==> src/rtl/fsfc_pkg.sv <==
// ----------------------------------------------------------------------------
// fsfc_pkg
// Widths, register indexes and limits shared by the frame clock files.
// ----------------------------------------------------------------------------
package fsfc_pkg;

  localparam int SCALE_FRAC_BITS = 16;

  localparam int FRAC_W   = SCALE_FRAC_BITS;
  localparam int LEN_W    = 24;
  localparam int SPEED_W  = 23;
  localparam int RD_W     = 32;
  localparam int DBG_W    = 16;
  localparam int SCALED_W = RD_W + SPEED_W;
  localparam int PROD_W   = RD_W + LEN_W;
  localparam int DTIME_W  = DBG_W + LEN_W + FRAC_W;
  localparam int DELTA_W  = 57;
  localparam int CARRY_W  = LEN_W + FRAC_W;
  localparam int TOTAL_W  = ((SCALED_W > CARRY_W) ? SCALED_W : CARRY_W) + 1;
  localparam int DVD_W    = TOTAL_W - FRAC_W;
  localparam int COUNT_W  = 40;
  localparam int RES_W    = 40;
  localparam int SUM_W    = 64;

  localparam int CFG_IDX_W  = 2;
  localparam int CFG_DATA_W = 24;

  localparam logic [CFG_IDX_W-1:0] CFG_STEP_LENGTH  = CFG_IDX_W'(0);
  localparam logic [CFG_IDX_W-1:0] CFG_SPEED_FACTOR = CFG_IDX_W'(1);
  localparam logic [CFG_IDX_W-1:0] CFG_HALTED       = CFG_IDX_W'(2);

  localparam logic OP_ADVANCE = 1'b0;
  localparam logic OP_CLEAR   = 1'b1;

  localparam logic [LEN_W-1:0]   STEP_LENGTH_RST = LEN_W'(16667);
  localparam logic [SPEED_W-1:0] SPEED_RST       = SPEED_W'(64'd1 << FRAC_W);
  localparam logic [SPEED_W-1:0] SPEED_LIMIT     = SPEED_W'(64'd100 << FRAC_W);

  typedef struct packed {
    logic [DELTA_W-1:0] frame_delta;
    logic [SUM_W-1:0]   sim_elapsed;
    logic [SUM_W-1:0]   real_total;
    logic [COUNT_W-1:0] steps_due;
    logic [SUM_W-1:0]   frame_number;
    logic [SUM_W-1:0]   fixed_number;
    logic [RES_W-1:0]   residue;
    logic               was_halted;
    logic               debug_flag;
  } result_t;

endpackage

==> src/rtl/fsfc_if.sv <==
// ----------------------------------------------------------------------------
// fsfc_if
// Valid/ready channels for frame clock request and result items.
// ----------------------------------------------------------------------------
interface fsfc_in_if;
  logic                     valid;
  logic                     ready;
  logic                     op;
  logic [fsfc_pkg::RD_W-1:0]  real_delta;
  logic [fsfc_pkg::DBG_W-1:0] debug_steps;

  modport source (output valid, output op, output real_delta, output debug_steps,
                  input ready);
  modport sink (input valid, input op, input real_delta, input debug_steps,
                output ready);
endinterface

interface fsfc_out_if;
  logic                         valid;
  logic                         ready;
  logic [fsfc_pkg::DELTA_W-1:0] frame_delta;
  logic [fsfc_pkg::SUM_W-1:0]   sim_elapsed;
  logic [fsfc_pkg::SUM_W-1:0]   real_total;
  logic [fsfc_pkg::COUNT_W-1:0] steps_due;
  logic [fsfc_pkg::SUM_W-1:0]   frame_number;
  logic [fsfc_pkg::SUM_W-1:0]   fixed_number;
  logic [fsfc_pkg::RES_W-1:0]   residue;
  logic                         was_halted;
  logic                         debug_flag;

  modport source (output valid, output frame_delta, output sim_elapsed,
                  output real_total, output steps_due, output frame_number,
                  output fixed_number, output residue, output was_halted,
                  output debug_flag, input ready);
  modport sink (input valid, input frame_delta, input sim_elapsed,
                input real_total, input steps_due, input frame_number,
                input fixed_number, input residue, input was_halted,
                input debug_flag, output ready);
endinterface

==> src/rtl/fsfc_divider.sv <==
// ----------------------------------------------------------------------------
// fsfc_divider
// Restoring divider, one quotient bit per cycle, for the whole step count.
// ----------------------------------------------------------------------------
module fsfc_divider (
  input  logic                       clk,
  input  logic                       rst_n,
  input  logic                       start,
  input  logic [fsfc_pkg::DVD_W-1:0] dividend,
  input  logic [fsfc_pkg::LEN_W-1:0] divisor,
  output logic [fsfc_pkg::DVD_W-1:0] quotient,
  output logic [fsfc_pkg::LEN_W-1:0] remainder,
  output logic                       done
);

  localparam int CNT_W = $clog2(fsfc_pkg::DVD_W);

  logic [fsfc_pkg::DVD_W-1:0] dvd_r;
  logic [fsfc_pkg::LEN_W-1:0] rem_r;
  logic [fsfc_pkg::LEN_W-1:0] div_r;
  logic [CNT_W-1:0]           cnt_r;
  logic                       busy_r;
  logic                       done_r;

  logic [fsfc_pkg::LEN_W:0]   shifted;
  logic [fsfc_pkg::LEN_W:0]   diff;
  logic                       fits;

  assign shifted = {rem_r, dvd_r[fsfc_pkg::DVD_W-1]};
  assign diff    = shifted - {1'b0, div_r};
  assign fits    = shifted >= {1'b0, div_r};

  always_ff @(posedge clk) begin
    if (!rst_n) begin
      busy_r <= 1'b0;
      done_r <= 1'b0;
      cnt_r  <= '0;
    end else begin
      done_r <= 1'b0;
      if (start) begin
        dvd_r  <= dividend;
        div_r  <= divisor;
        rem_r  <= '0;
        cnt_r  <= '0;
        busy_r <= 1'b1;
      end else if (busy_r) begin
        rem_r <= fits ? diff[fsfc_pkg::LEN_W-1:0] : shifted[fsfc_pkg::LEN_W-1:0];
        dvd_r <= {dvd_r[fsfc_pkg::DVD_W-2:0], fits};
        cnt_r <= cnt_r + CNT_W'(1);
        if (cnt_r == CNT_W'(fsfc_pkg::DVD_W - 1)) begin
          busy_r <= 1'b0;
          done_r <= 1'b1;
        end
      end
    end
  end

  assign quotient  = dvd_r;
  assign remainder = rem_r;
  assign done      = done_r;

endmodule

==> src/rtl/fixed_step_frame_clock.sv <==
// ----------------------------------------------------------------------------
// fixed_step_frame_clock
// Frame clock with a fixed-step accumulator and scaled simulation time.
// ----------------------------------------------------------------------------
// An advance item passes from acceptance through the shared 32x24 multiplier
// (scaled time in S_MUL1, then debug time in S_MUL2), the sums in S_ADD, the
// one-bit-per-cycle step divider in S_DIV (40 quotient bits, then its done
// flag) and S_FIN, which registers the result once the output can take it.
// A clear item goes straight to S_FIN. One item is in work at a time; the
// next is taken as soon as the result register is loaded, even while that
// result still waits on the output.
module fixed_step_frame_clock (
  input  logic                            clk,
  input  logic                            rst_n,
  input  logic                            cfg_we,
  input  logic [fsfc_pkg::CFG_IDX_W-1:0]  cfg_index,
  input  logic [fsfc_pkg::CFG_DATA_W-1:0] cfg_data,
  fsfc_in_if.sink                         in_ch,
  fsfc_out_if.source                      out_ch
);

  typedef enum logic [2:0] {
    S_IDLE,
    S_MUL1,
    S_MUL2,
    S_ADD,
    S_DIV,
    S_FIN
  } state_t;

  state_t state_r;

  logic [fsfc_pkg::LEN_W-1:0]   step_length_r;
  logic [fsfc_pkg::SPEED_W-1:0] speed_r;
  logic                         halted_r;

  logic [fsfc_pkg::SUM_W-1:0]   real_sum_r;
  logic [fsfc_pkg::SUM_W-1:0]   sim_sum_r;
  logic [fsfc_pkg::CARRY_W-1:0] carry_r;
  logic [fsfc_pkg::SUM_W-1:0]   frame_r;
  logic [fsfc_pkg::SUM_W-1:0]   fixed_r;

  logic                         clear_r;
  logic [fsfc_pkg::RD_W-1:0]    rd_r;
  logic [fsfc_pkg::DBG_W-1:0]   dbg_r;
  logic [fsfc_pkg::LEN_W-1:0]   len_r;
  logic [fsfc_pkg::SCALED_W-1:0] scaled_r;
  logic [fsfc_pkg::DTIME_W-1:0] dtime_r;
  logic [fsfc_pkg::DELTA_W-1:0] delta_r;
  logic [fsfc_pkg::FRAC_W-1:0]  total_lo_r;

  fsfc_pkg::result_t            res_r;
  logic                         out_valid_r;

  logic [fsfc_pkg::LEN_W-1:0]   len_eff;
  logic [fsfc_pkg::SPEED_W-1:0] speed_wr;
  logic [fsfc_pkg::RD_W-1:0]    mul_a;
  logic [fsfc_pkg::LEN_W-1:0]   mul_b;
  logic [fsfc_pkg::PROD_W-1:0]  prod;
  logic [fsfc_pkg::DELTA_W-1:0] delta_sum;
  logic [fsfc_pkg::TOTAL_W-1:0] total_sum;
  logic                         in_acc;
  logic                         res_load;

  logic                         div_start;
  logic [fsfc_pkg::DVD_W-1:0]   div_q;
  logic [fsfc_pkg::LEN_W-1:0]   div_rem;
  logic                         div_done;
  logic [fsfc_pkg::COUNT_W-1:0] count;

  // zero step length runs as one microsecond
  assign len_eff  = (step_length_r == '0) ? fsfc_pkg::LEN_W'(1) : step_length_r;
  assign speed_wr = (cfg_data[fsfc_pkg::SPEED_W-1:0] > fsfc_pkg::SPEED_LIMIT) ?
                    fsfc_pkg::SPEED_LIMIT : cfg_data[fsfc_pkg::SPEED_W-1:0];

  // shared multiplier: scaled time first, then debug steps times step length
  always_comb begin
    mul_a = rd_r;
    mul_b = fsfc_pkg::LEN_W'(speed_r);
    if (state_r == S_MUL2) begin
      mul_a = fsfc_pkg::RD_W'(dbg_r);
      mul_b = len_r;
    end
  end
  assign prod = fsfc_pkg::PROD_W'(mul_a) * fsfc_pkg::PROD_W'(mul_b);

  assign delta_sum = fsfc_pkg::DELTA_W'(scaled_r) + fsfc_pkg::DELTA_W'(dtime_r);
  assign total_sum = fsfc_pkg::TOTAL_W'(carry_r) + fsfc_pkg::TOTAL_W'(scaled_r);
  assign div_start = (state_r == S_ADD);
  assign count     = fsfc_pkg::COUNT_W'(div_q) + fsfc_pkg::COUNT_W'(dbg_r);

  assign in_acc   = in_ch.valid && in_ch.ready;
  assign res_load = (state_r == S_FIN) && (!out_valid_r || out_ch.ready);

  fsfc_divider u_div (
    .clk       (clk),
    .rst_n     (rst_n),
    .start     (div_start),
    .dividend  (total_sum[fsfc_pkg::TOTAL_W-1:fsfc_pkg::FRAC_W]),
    .divisor   (len_r),
    .quotient  (div_q),
    .remainder (div_rem),
    .done      (div_done)
  );

  always_ff @(posedge clk) begin
    if (!rst_n) begin
      state_r       <= S_IDLE;
      out_valid_r   <= 1'b0;
      step_length_r <= fsfc_pkg::STEP_LENGTH_RST;
      speed_r       <= fsfc_pkg::SPEED_RST;
      halted_r      <= 1'b0;
      real_sum_r    <= '0;
      sim_sum_r     <= '0;
      carry_r       <= '0;
      frame_r       <= '0;
      fixed_r       <= '0;
      clear_r       <= 1'b0;
    end else begin
      if (cfg_we) begin
        unique case (cfg_index)
          fsfc_pkg::CFG_STEP_LENGTH:  step_length_r <= cfg_data[fsfc_pkg::LEN_W-1:0];
          fsfc_pkg::CFG_SPEED_FACTOR: speed_r <= speed_wr;
          fsfc_pkg::CFG_HALTED:       halted_r <= cfg_data[0];
          default: ;
        endcase
      end

      if (out_valid_r && out_ch.ready && !res_load) begin
        out_valid_r <= 1'b0;
      end

      unique case (state_r)
        S_IDLE: begin
          if (in_acc) begin
            rd_r    <= in_ch.real_delta;
            dbg_r   <= in_ch.debug_steps;
            len_r   <= len_eff;
            clear_r <= (in_ch.op == fsfc_pkg::OP_CLEAR);
            state_r <= (in_ch.op == fsfc_pkg::OP_CLEAR) ? S_FIN : S_MUL1;
          end
        end
        S_MUL1: begin
          scaled_r <= halted_r ? '0 : prod[fsfc_pkg::SCALED_W-1:0];
          state_r  <= S_MUL2;
        end
        S_MUL2: begin
          dtime_r <= fsfc_pkg::DTIME_W'(prod[fsfc_pkg::DBG_W+fsfc_pkg::LEN_W-1:0])
                     << fsfc_pkg::FRAC_W;
          state_r <= S_ADD;
        end
        S_ADD: begin
          delta_r    <= delta_sum;
          total_lo_r <= total_sum[fsfc_pkg::FRAC_W-1:0];
          sim_sum_r  <= sim_sum_r + fsfc_pkg::SUM_W'(delta_sum);
          real_sum_r <= real_sum_r + fsfc_pkg::SUM_W'(rd_r);
          state_r    <= S_DIV;
        end
        S_DIV: begin
          if (div_done) begin
            state_r <= S_FIN;
          end
        end
        S_FIN: begin
          if (res_load) begin
            out_valid_r <= 1'b1;
            state_r     <= S_IDLE;
            if (clear_r) begin
              res_r.frame_delta  <= '0;
              res_r.sim_elapsed  <= '0;
              res_r.real_total   <= '0;
              res_r.steps_due    <= '0;
              res_r.frame_number <= '0;
              res_r.fixed_number <= '0;
              res_r.residue      <= '0;
              res_r.was_halted   <= halted_r;
              res_r.debug_flag   <= 1'b0;
              real_sum_r         <= '0;
              sim_sum_r          <= '0;
              carry_r            <= '0;
              frame_r            <= '0;
              fixed_r            <= '0;
            end else begin
              res_r.frame_delta  <= delta_r;
              res_r.sim_elapsed  <= sim_sum_r;
              res_r.real_total   <= real_sum_r;
              res_r.steps_due    <= count;
              res_r.frame_number <= frame_r;
              res_r.fixed_number <= fixed_r;
              res_r.residue      <= fsfc_pkg::RES_W'({div_rem, total_lo_r});
              res_r.was_halted   <= halted_r;
              res_r.debug_flag   <= (dbg_r != '0);
              carry_r            <= {div_rem, total_lo_r};
              fixed_r            <= fixed_r + fsfc_pkg::SUM_W'(count);
              frame_r            <= frame_r + fsfc_pkg::SUM_W'(1);
            end
          end
        end
        default: state_r <= S_IDLE;
      endcase
    end
  end

  assign in_ch.ready         = (state_r == S_IDLE);
  assign out_ch.valid        = out_valid_r;
  assign out_ch.frame_delta  = res_r.frame_delta;
  assign out_ch.sim_elapsed  = res_r.sim_elapsed;
  assign out_ch.real_total   = res_r.real_total;
  assign out_ch.steps_due    = res_r.steps_due;
  assign out_ch.frame_number = res_r.frame_number;
  assign out_ch.fixed_number = res_r.fixed_number;
  assign out_ch.residue      = res_r.residue;
  assign out_ch.was_halted   = res_r.was_halted;
  assign out_ch.debug_flag   = res_r.debug_flag;

`ifndef SYNTHESIS
  a_div_done_in_div: assert property (@(posedge clk) disable iff (!rst_n)
    div_done |-> (state_r == S_DIV))
    else $error("divider finished outside the divide state");

  a_speed_limit: assert property (@(posedge clk) disable iff (!rst_n)
    speed_r <= fsfc_pkg::SPEED_LIMIT)
    else $error("speed factor above limit");

  a_clear_zeroes: assert property (@(posedge clk) disable iff (!rst_n)
    (res_load && clear_r) |=> (real_sum_r == '0 && carry_r == '0 && frame_r == '0))
    else $error("clear item left running state");

  a_load_shows: assert property (@(posedge clk) disable iff (!rst_n)
    res_load |=> (out_valid_r && state_r == S_IDLE))
    else $error("loaded result not presented");

  a_frame_count: assert property (@(posedge clk) disable iff (!rst_n)
    (res_load && !clear_r) |=> (frame_r == $past(frame_r) + fsfc_pkg::SUM_W'(1)))
    else $error("frame index did not advance");
`endif

endmodule
==> src/flat_wrapper.sv <==
// flat-port wrapper written by rule: the top's interface ports become plain ports
module fixed_step_frame_clock_flat 
  (clk, rst_n, cfg_we, cfg_index, cfg_data, in_ch_valid, in_ch_op, in_ch_real_delta, in_ch_debug_steps, in_ch_ready, out_ch_valid, out_ch_frame_delta, out_ch_sim_elapsed, out_ch_real_total, out_ch_steps_due, out_ch_frame_number, out_ch_fixed_number, out_ch_residue, out_ch_was_halted, out_ch_debug_flag, out_ch_ready);
  fsfc_in_if in_ch_i ();
  fsfc_out_if out_ch_i ();
  input  logic clk;
  input  logic rst_n;
  input  logic cfg_we;
  input  logic [fsfc_pkg::CFG_IDX_W-1:0] cfg_index;
  input  logic [fsfc_pkg::CFG_DATA_W-1:0] cfg_data;
  input wire logic [$bits(in_ch_i.valid)-1:0] in_ch_valid;
  input wire logic [$bits(in_ch_i.op)-1:0] in_ch_op;
  input wire logic [$bits(in_ch_i.real_delta)-1:0] in_ch_real_delta;
  input wire logic [$bits(in_ch_i.debug_steps)-1:0] in_ch_debug_steps;
  output wire logic [$bits(in_ch_i.ready)-1:0] in_ch_ready;
  output wire logic [$bits(out_ch_i.valid)-1:0] out_ch_valid;
  output wire logic [$bits(out_ch_i.frame_delta)-1:0] out_ch_frame_delta;
  output wire logic [$bits(out_ch_i.sim_elapsed)-1:0] out_ch_sim_elapsed;
  output wire logic [$bits(out_ch_i.real_total)-1:0] out_ch_real_total;
  output wire logic [$bits(out_ch_i.steps_due)-1:0] out_ch_steps_due;
  output wire logic [$bits(out_ch_i.frame_number)-1:0] out_ch_frame_number;
  output wire logic [$bits(out_ch_i.fixed_number)-1:0] out_ch_fixed_number;
  output wire logic [$bits(out_ch_i.residue)-1:0] out_ch_residue;
  output wire logic [$bits(out_ch_i.was_halted)-1:0] out_ch_was_halted;
  output wire logic [$bits(out_ch_i.debug_flag)-1:0] out_ch_debug_flag;
  input wire logic [$bits(out_ch_i.ready)-1:0] out_ch_ready;
  assign in_ch_i.valid = in_ch_valid;
  assign in_ch_i.op = in_ch_op;
  assign in_ch_i.real_delta = in_ch_real_delta;
  assign in_ch_i.debug_steps = in_ch_debug_steps;
  assign in_ch_ready = in_ch_i.ready;
  assign out_ch_valid = out_ch_i.valid;
  assign out_ch_frame_delta = out_ch_i.frame_delta;
  assign out_ch_sim_elapsed = out_ch_i.sim_elapsed;
  assign out_ch_real_total = out_ch_i.real_total;
  assign out_ch_steps_due = out_ch_i.steps_due;
  assign out_ch_frame_number = out_ch_i.frame_number;
  assign out_ch_fixed_number = out_ch_i.fixed_number;
  assign out_ch_residue = out_ch_i.residue;
  assign out_ch_was_halted = out_ch_i.was_halted;
  assign out_ch_debug_flag = out_ch_i.debug_flag;
  assign out_ch_i.ready = out_ch_ready;
  fixed_step_frame_clock u_core (.clk(clk), .rst_n(rst_n), .cfg_we(cfg_we), .cfg_index(cfg_index), .cfg_data(cfg_data), .in_ch(in_ch_i), .out_ch(out_ch_i));
endmodule
==> config.mk <==
export PLATFORM = sky130hd
export DESIGN_NAME = fixed_step_frame_clock_flat
export DESIGN_NICKNAME = d
export VERILOG_FILES = /design/src/rtl/fsfc_pkg.sv /design/src/rtl/fsfc_if.sv /design/src/rtl/fsfc_divider.sv /design/src/rtl/fixed_step_frame_clock.sv /design/src/flat_wrapper.sv
export SDC_FILE = /design/constraint.sdc
export NUM_CORES = 2
export LEC_CHECK = 0
export BUFFER_PORTS_ARGS = -buffer_cell sky130_fd_sc_hd__buf_2
export CORE_UTILIZATION = 50
export CTS_BUF_LIST = sky130_fd_sc_hd__clkbuf_8 sky130_fd_sc_hd__clkbuf_16
export CTS_CLUSTER_DIAMETER = 40
export DETAILED_ROUTE_END_ITERATION = 12
export PLACE_DENSITY = 0.75
export SLEW_MARGIN = 20
export SYNTH_ARGS = -nofsm -noshare
export SYNTH_HDL_FRONTEND = slang
export SYNTH_SLANG_ARGS = --single-unit
==> constraint.sdc <==
create_clock -name clk -period 17 [get_ports clk]
set_input_delay 3.4 -clock clk [delete_from_list [all_inputs] [get_ports clk]]
set_output_delay 3.4 -clock clk [all_outputs]
set_load 0.005 [all_outputs]
==> impl_metrics.env <==
export IMPL_finalInstanceArea_um2=87200
export IMPL_fin_crit_ns=9.95
export IMPL_critPathBufInv=8
export IMPL_syn_area_um2=77400
export IMPL_crit_family="adder cells"
export IMPL_p_per_area_nw_per_um2=114
export IMPL_cts_tree="built"
export IMPL_core_area_um2=154000
export IMPL_die_w_um=396
export IMPL_antenna_found_initial=21
export IMPL_crit_type="flip-flop to flip-flop"
export IMPL_synthArstFlopShare=0
export IMPL_clk_path_buf_depth=3
export IMPL_cp_required_ns=17.47
export IMPL_grt_use_met2=0.460
export IMPL_cp_depth=31
export IMPL_clock_sinks=1080
export IMPL_io_buffer_count=476
export IMPL_gr_total_overflow=0
export IMPL_period_share=0.585
export IMPL_grt_usage=0.287
export IMPL_antenna_left=0
export IMPL_finalMaxSlewViolations=0
export IMPL_hpwlAfterDp_um=177000
export IMPL_cp_start_kind="flip-flop"
export IMPL_min_path_type="flip-flop to flip-flop"
export IMPL_drive_gt1_frac=0.108
export IMPL_setup_tns_ns=0
export IMPL_slowest_delay_ns=0.73
export IMPL_insertion_delay_ns=0.83
export IMPL_max_freq_ghz=0.100
export IMPL_critPathSlowestCell="a221oi_1"
export IMPL_end_kind="flip-flop"
export IMPL_start_util=0.503
export IMPL_wirelength_um=227000
export IMPL_status="finished, final reports clean"
export IMPL_row_count=144
export IMPL_p_sw_frac=0.378
export IMPL_final_nets=9306
export IMPL_fin_ws_ns=7.05
export IMPL_multi_input_area_um2=44100
export IMPL_grt_max_degree=211
export IMPL_p_int_mw=6.20
export IMPL_synth_cell_types=96
export IMPL_syn_area_per_cell_um2=9.93
export IMPL_path_clk_slew_ns=0.06
export IMPL_setup_viol=0
export IMPL_pre_cts_ws_ns=7.14
export IMPL_drt_first_iter_violations=5192
export IMPL_slew_headroom=0.204
export IMPL_die_height_um=396
export IMPL_vdd_drop_max_v=0.000177
export IMPL_rr_worst_depth=31
export IMPL_fin_skew_ns=0.0779
export IMPL_die_area_um2=156000
export IMPL_worst_path_most_repeated_cell="fa_1"
export IMPL_seq_power_share=0.314
export IMPL_synth_warnings=0
export IMPL_vias=58300
export IMPL_remaining_drc_errors=0
export IMPL_crit_path_max_fanout=65
export IMPL_worst_pin_slew_ns=1.19
export IMPL_numCtsBuffers=153
export IMPL_yosysSeqAreaShare=0.373
export IMPL_power_total_mw=9.97
export IMPL_synth_edff_count=723
export IMPL_ys_seq_elements=1080
export IMPL_placed_cell_area_um2=81700
export IMPL_root_buffer="clkbuf_16"
export IMPL_postCtsHoldBufs=0
export IMPL_cellLeakagePower_nw=38.5
export IMPL_met3_usage=0.0584
export IMPL_rsz0062_at_grt="false"
export IMPL_switchingPower_mw=3.77
export IMPL_area_growth_synth_to_final_pct=12.7
export IMPL_seq_area_um2=28900
export IMPL_gp_congestion=0.977
export IMPL_n_fill_cell=13300
export IMPL_htreeDepth=4
export IMPL_hold_depth=0
export IMPL_cap_violations=0
export IMPL_cts_resized=0
export IMPL_syn_inst=7801
export IMPL_grt_pass1_vias=57600
export IMPL_drtPass1Iterations=6
export IMPL_synth_flop_cell="edfxtp_1"
export IMPL_cts_setup_buffers=0
export IMPL_crit_arrival_ns=10.42
export IMPL_comb_power_share=0.354
export IMPL_postLayoutCoreUtil=0.567
export IMPL_via_per_inst=5.65
export IMPL_finalHoldViolations=0
export IMPL_p_clk_frac=0.332
export IMPL_wl_per_cell_um=22.0
export IMPL_grt_pass1_wl_um=342000
export IMPL_gr_usage_met1=0.374
export IMPL_grt_busiest_layer="met2"
export IMPL_boundaryPins=477
worst reg2reg max path, delay by kind of cell, from the launching register on:
kind	cells	cell delay [ns]
XOR/XNOR	1	0.16
multiplexers	1	0.68
flip-flops	1	0.41
AO/OA/AOI/OAI	9	2.47
adder cells (fa/ha/maj)	8	3.91
buffers and inverters	8	1.29
AND/OR/NAND/NOR	4	0.70
routing by layer:
layer | share of wire | wire (um)
met2 | 0.46 | 106000
met1 | 0.41 | 92400
met4 | 0.049 | 11200
met5 | 0.00015 | 34
met3 | 0.080 | 18100
cell usage after synthesis, drive strengths merged, types with 6 or more instances:
library cell | n | area (um^2)
nand2 | 901 | 3380
inv | 846 | 3180
edfxtp | 723 | 21700
fa | 664 | 13300
nor2b | 551 | 3450
nor2 | 506 | 1900
ha | 427 | 5340
dfxtp | 357 | 7150
clkbuf | 353 | 1330
a21oi | 330 | 1660
o21ai | 264 | 1330
and3 | 257 | 1610
xnor2 | 223 | 1950
xor2 | 179 | 1570
a21o | 174 | 1310
nand3 | 153 | 771
a22oi | 87 | 653
nand4 | 84 | 532
a21boi | 79 | 593
and2 | 49 | 307
nor3 | 47 | 235
nand2b | 46 | 288
mux2i | 44 | 440
o21bai | 43 | 323
buf | 37 | 163
o21a | 37 | 278
or3 | 33 | 206
nor4 | 32 | 200
o31ai | 30 | 235
a31oi | 29 | 181
a211oi | 28 | 210
nor3b | 18 | 140
and4 | 16 | 140
o211ai | 15 | 118
or2 | 14 | 87.6
a211o | 8 | 70.1
a221oi | 8 | 95.1
a41oi | 8 | 85.1
nand3b | 7 | 52.6
a22o | 6 | 52.6
a32oi | 6 | 60.1
o31a | 6 | 52.6
flip-flops by register name, summed over array words and instances, names as in the netlist, 32 cells and up:
name	count
u_core.fixed_r	64
u_core.frame_r	64
u_core.out_ch.fixed_number	64
u_core.out_ch.frame_number	64
u_core.out_ch.real_total	64
u_core.out_ch.sim_elapsed	64
u_core.real_sum_r	64
u_core.sim_sum_r	64
u_core.delta_r	57
u_core.out_ch.frame_delta	57
u_core.scaled_r	55
u_core.carry_r	40
u_core.dtime_r	40
u_core.out_ch.residue	40
u_core.out_ch.steps_due	40
u_core.u_div.quotient	40
u_core.rd_r	32
cells by family after synthesis:
group	count (synthesis)	share of synthesized area
other	2	0.0000970
DFF	1080	0.373
adders and majority gates	1091	0.241
AOI/OAI and AO/OA	1208	0.101
muxes	45	0.00583
buffers and inverters	1237	0.0603
and+or+nand+nor	2736	0.174
xor gates and xnor gates	402	0.0455
stage by stage:
stage / hold slack, ns / cells
after floorplan: 0.426 / 7814
after global placement: 0.441 / 10000
after detailed placement: 0.440 / 10000
after CTS: 0.452 / 10300
after global routing: 0.473 / 10300
final: 0.457 / 10300
path summary, 6_finish.rpt:
path                                start                   to  slack, ns
hold / removal    u_core.step_length_r[9]      u_core.len_r[9]       0.46
hold reg to reg   u_core.step_length_r[9]      u_core.len_r[9]       0.46
setup / recovery        u_core.state_r[0]  u_core.scaled_r[47]       7.05
setup reg to reg        u_core.state_r[0]  u_core.scaled_r[47]       7.05
cells in the final DEF, fill, tap and decap left out, types with 255 or more instances in the layout:
master	count
dfxtp_1	355
nor2_1	502
a21oi_1	329
nand2_1	897
ha_1	427
nor2b_1	550
buf_2	475
and3_1	255
inv_1	859
edfxtp_1	723
fa_1	664
cell type report:
cell class	count	share of cell area
diodes	9	0.000258
well taps	2044	0.0293
flip-flops and latches	1080	0.331
clock inverters	127	0.0178
repair buffers	556	0.0347
inverters	847	0.0365
clock buffers	161	0.0453
multi-input cells	5497	0.505
power groups by stage:
stage | combinational (mW) | sequential (mW) | clock, mW
final | 3.52 | 3.13 | 3.31
after global routing | 3.83 | 3.13 | 3.47
after CTS | 3.50 | 3.12 | 3.37
after detailed placement | 3.48 | 3.18 | 0
after global placement | 3.42 | 3.18 | 0
after floorplan | 2.27 | 3.12 | 0
Power figures use the tool's default switching activity.
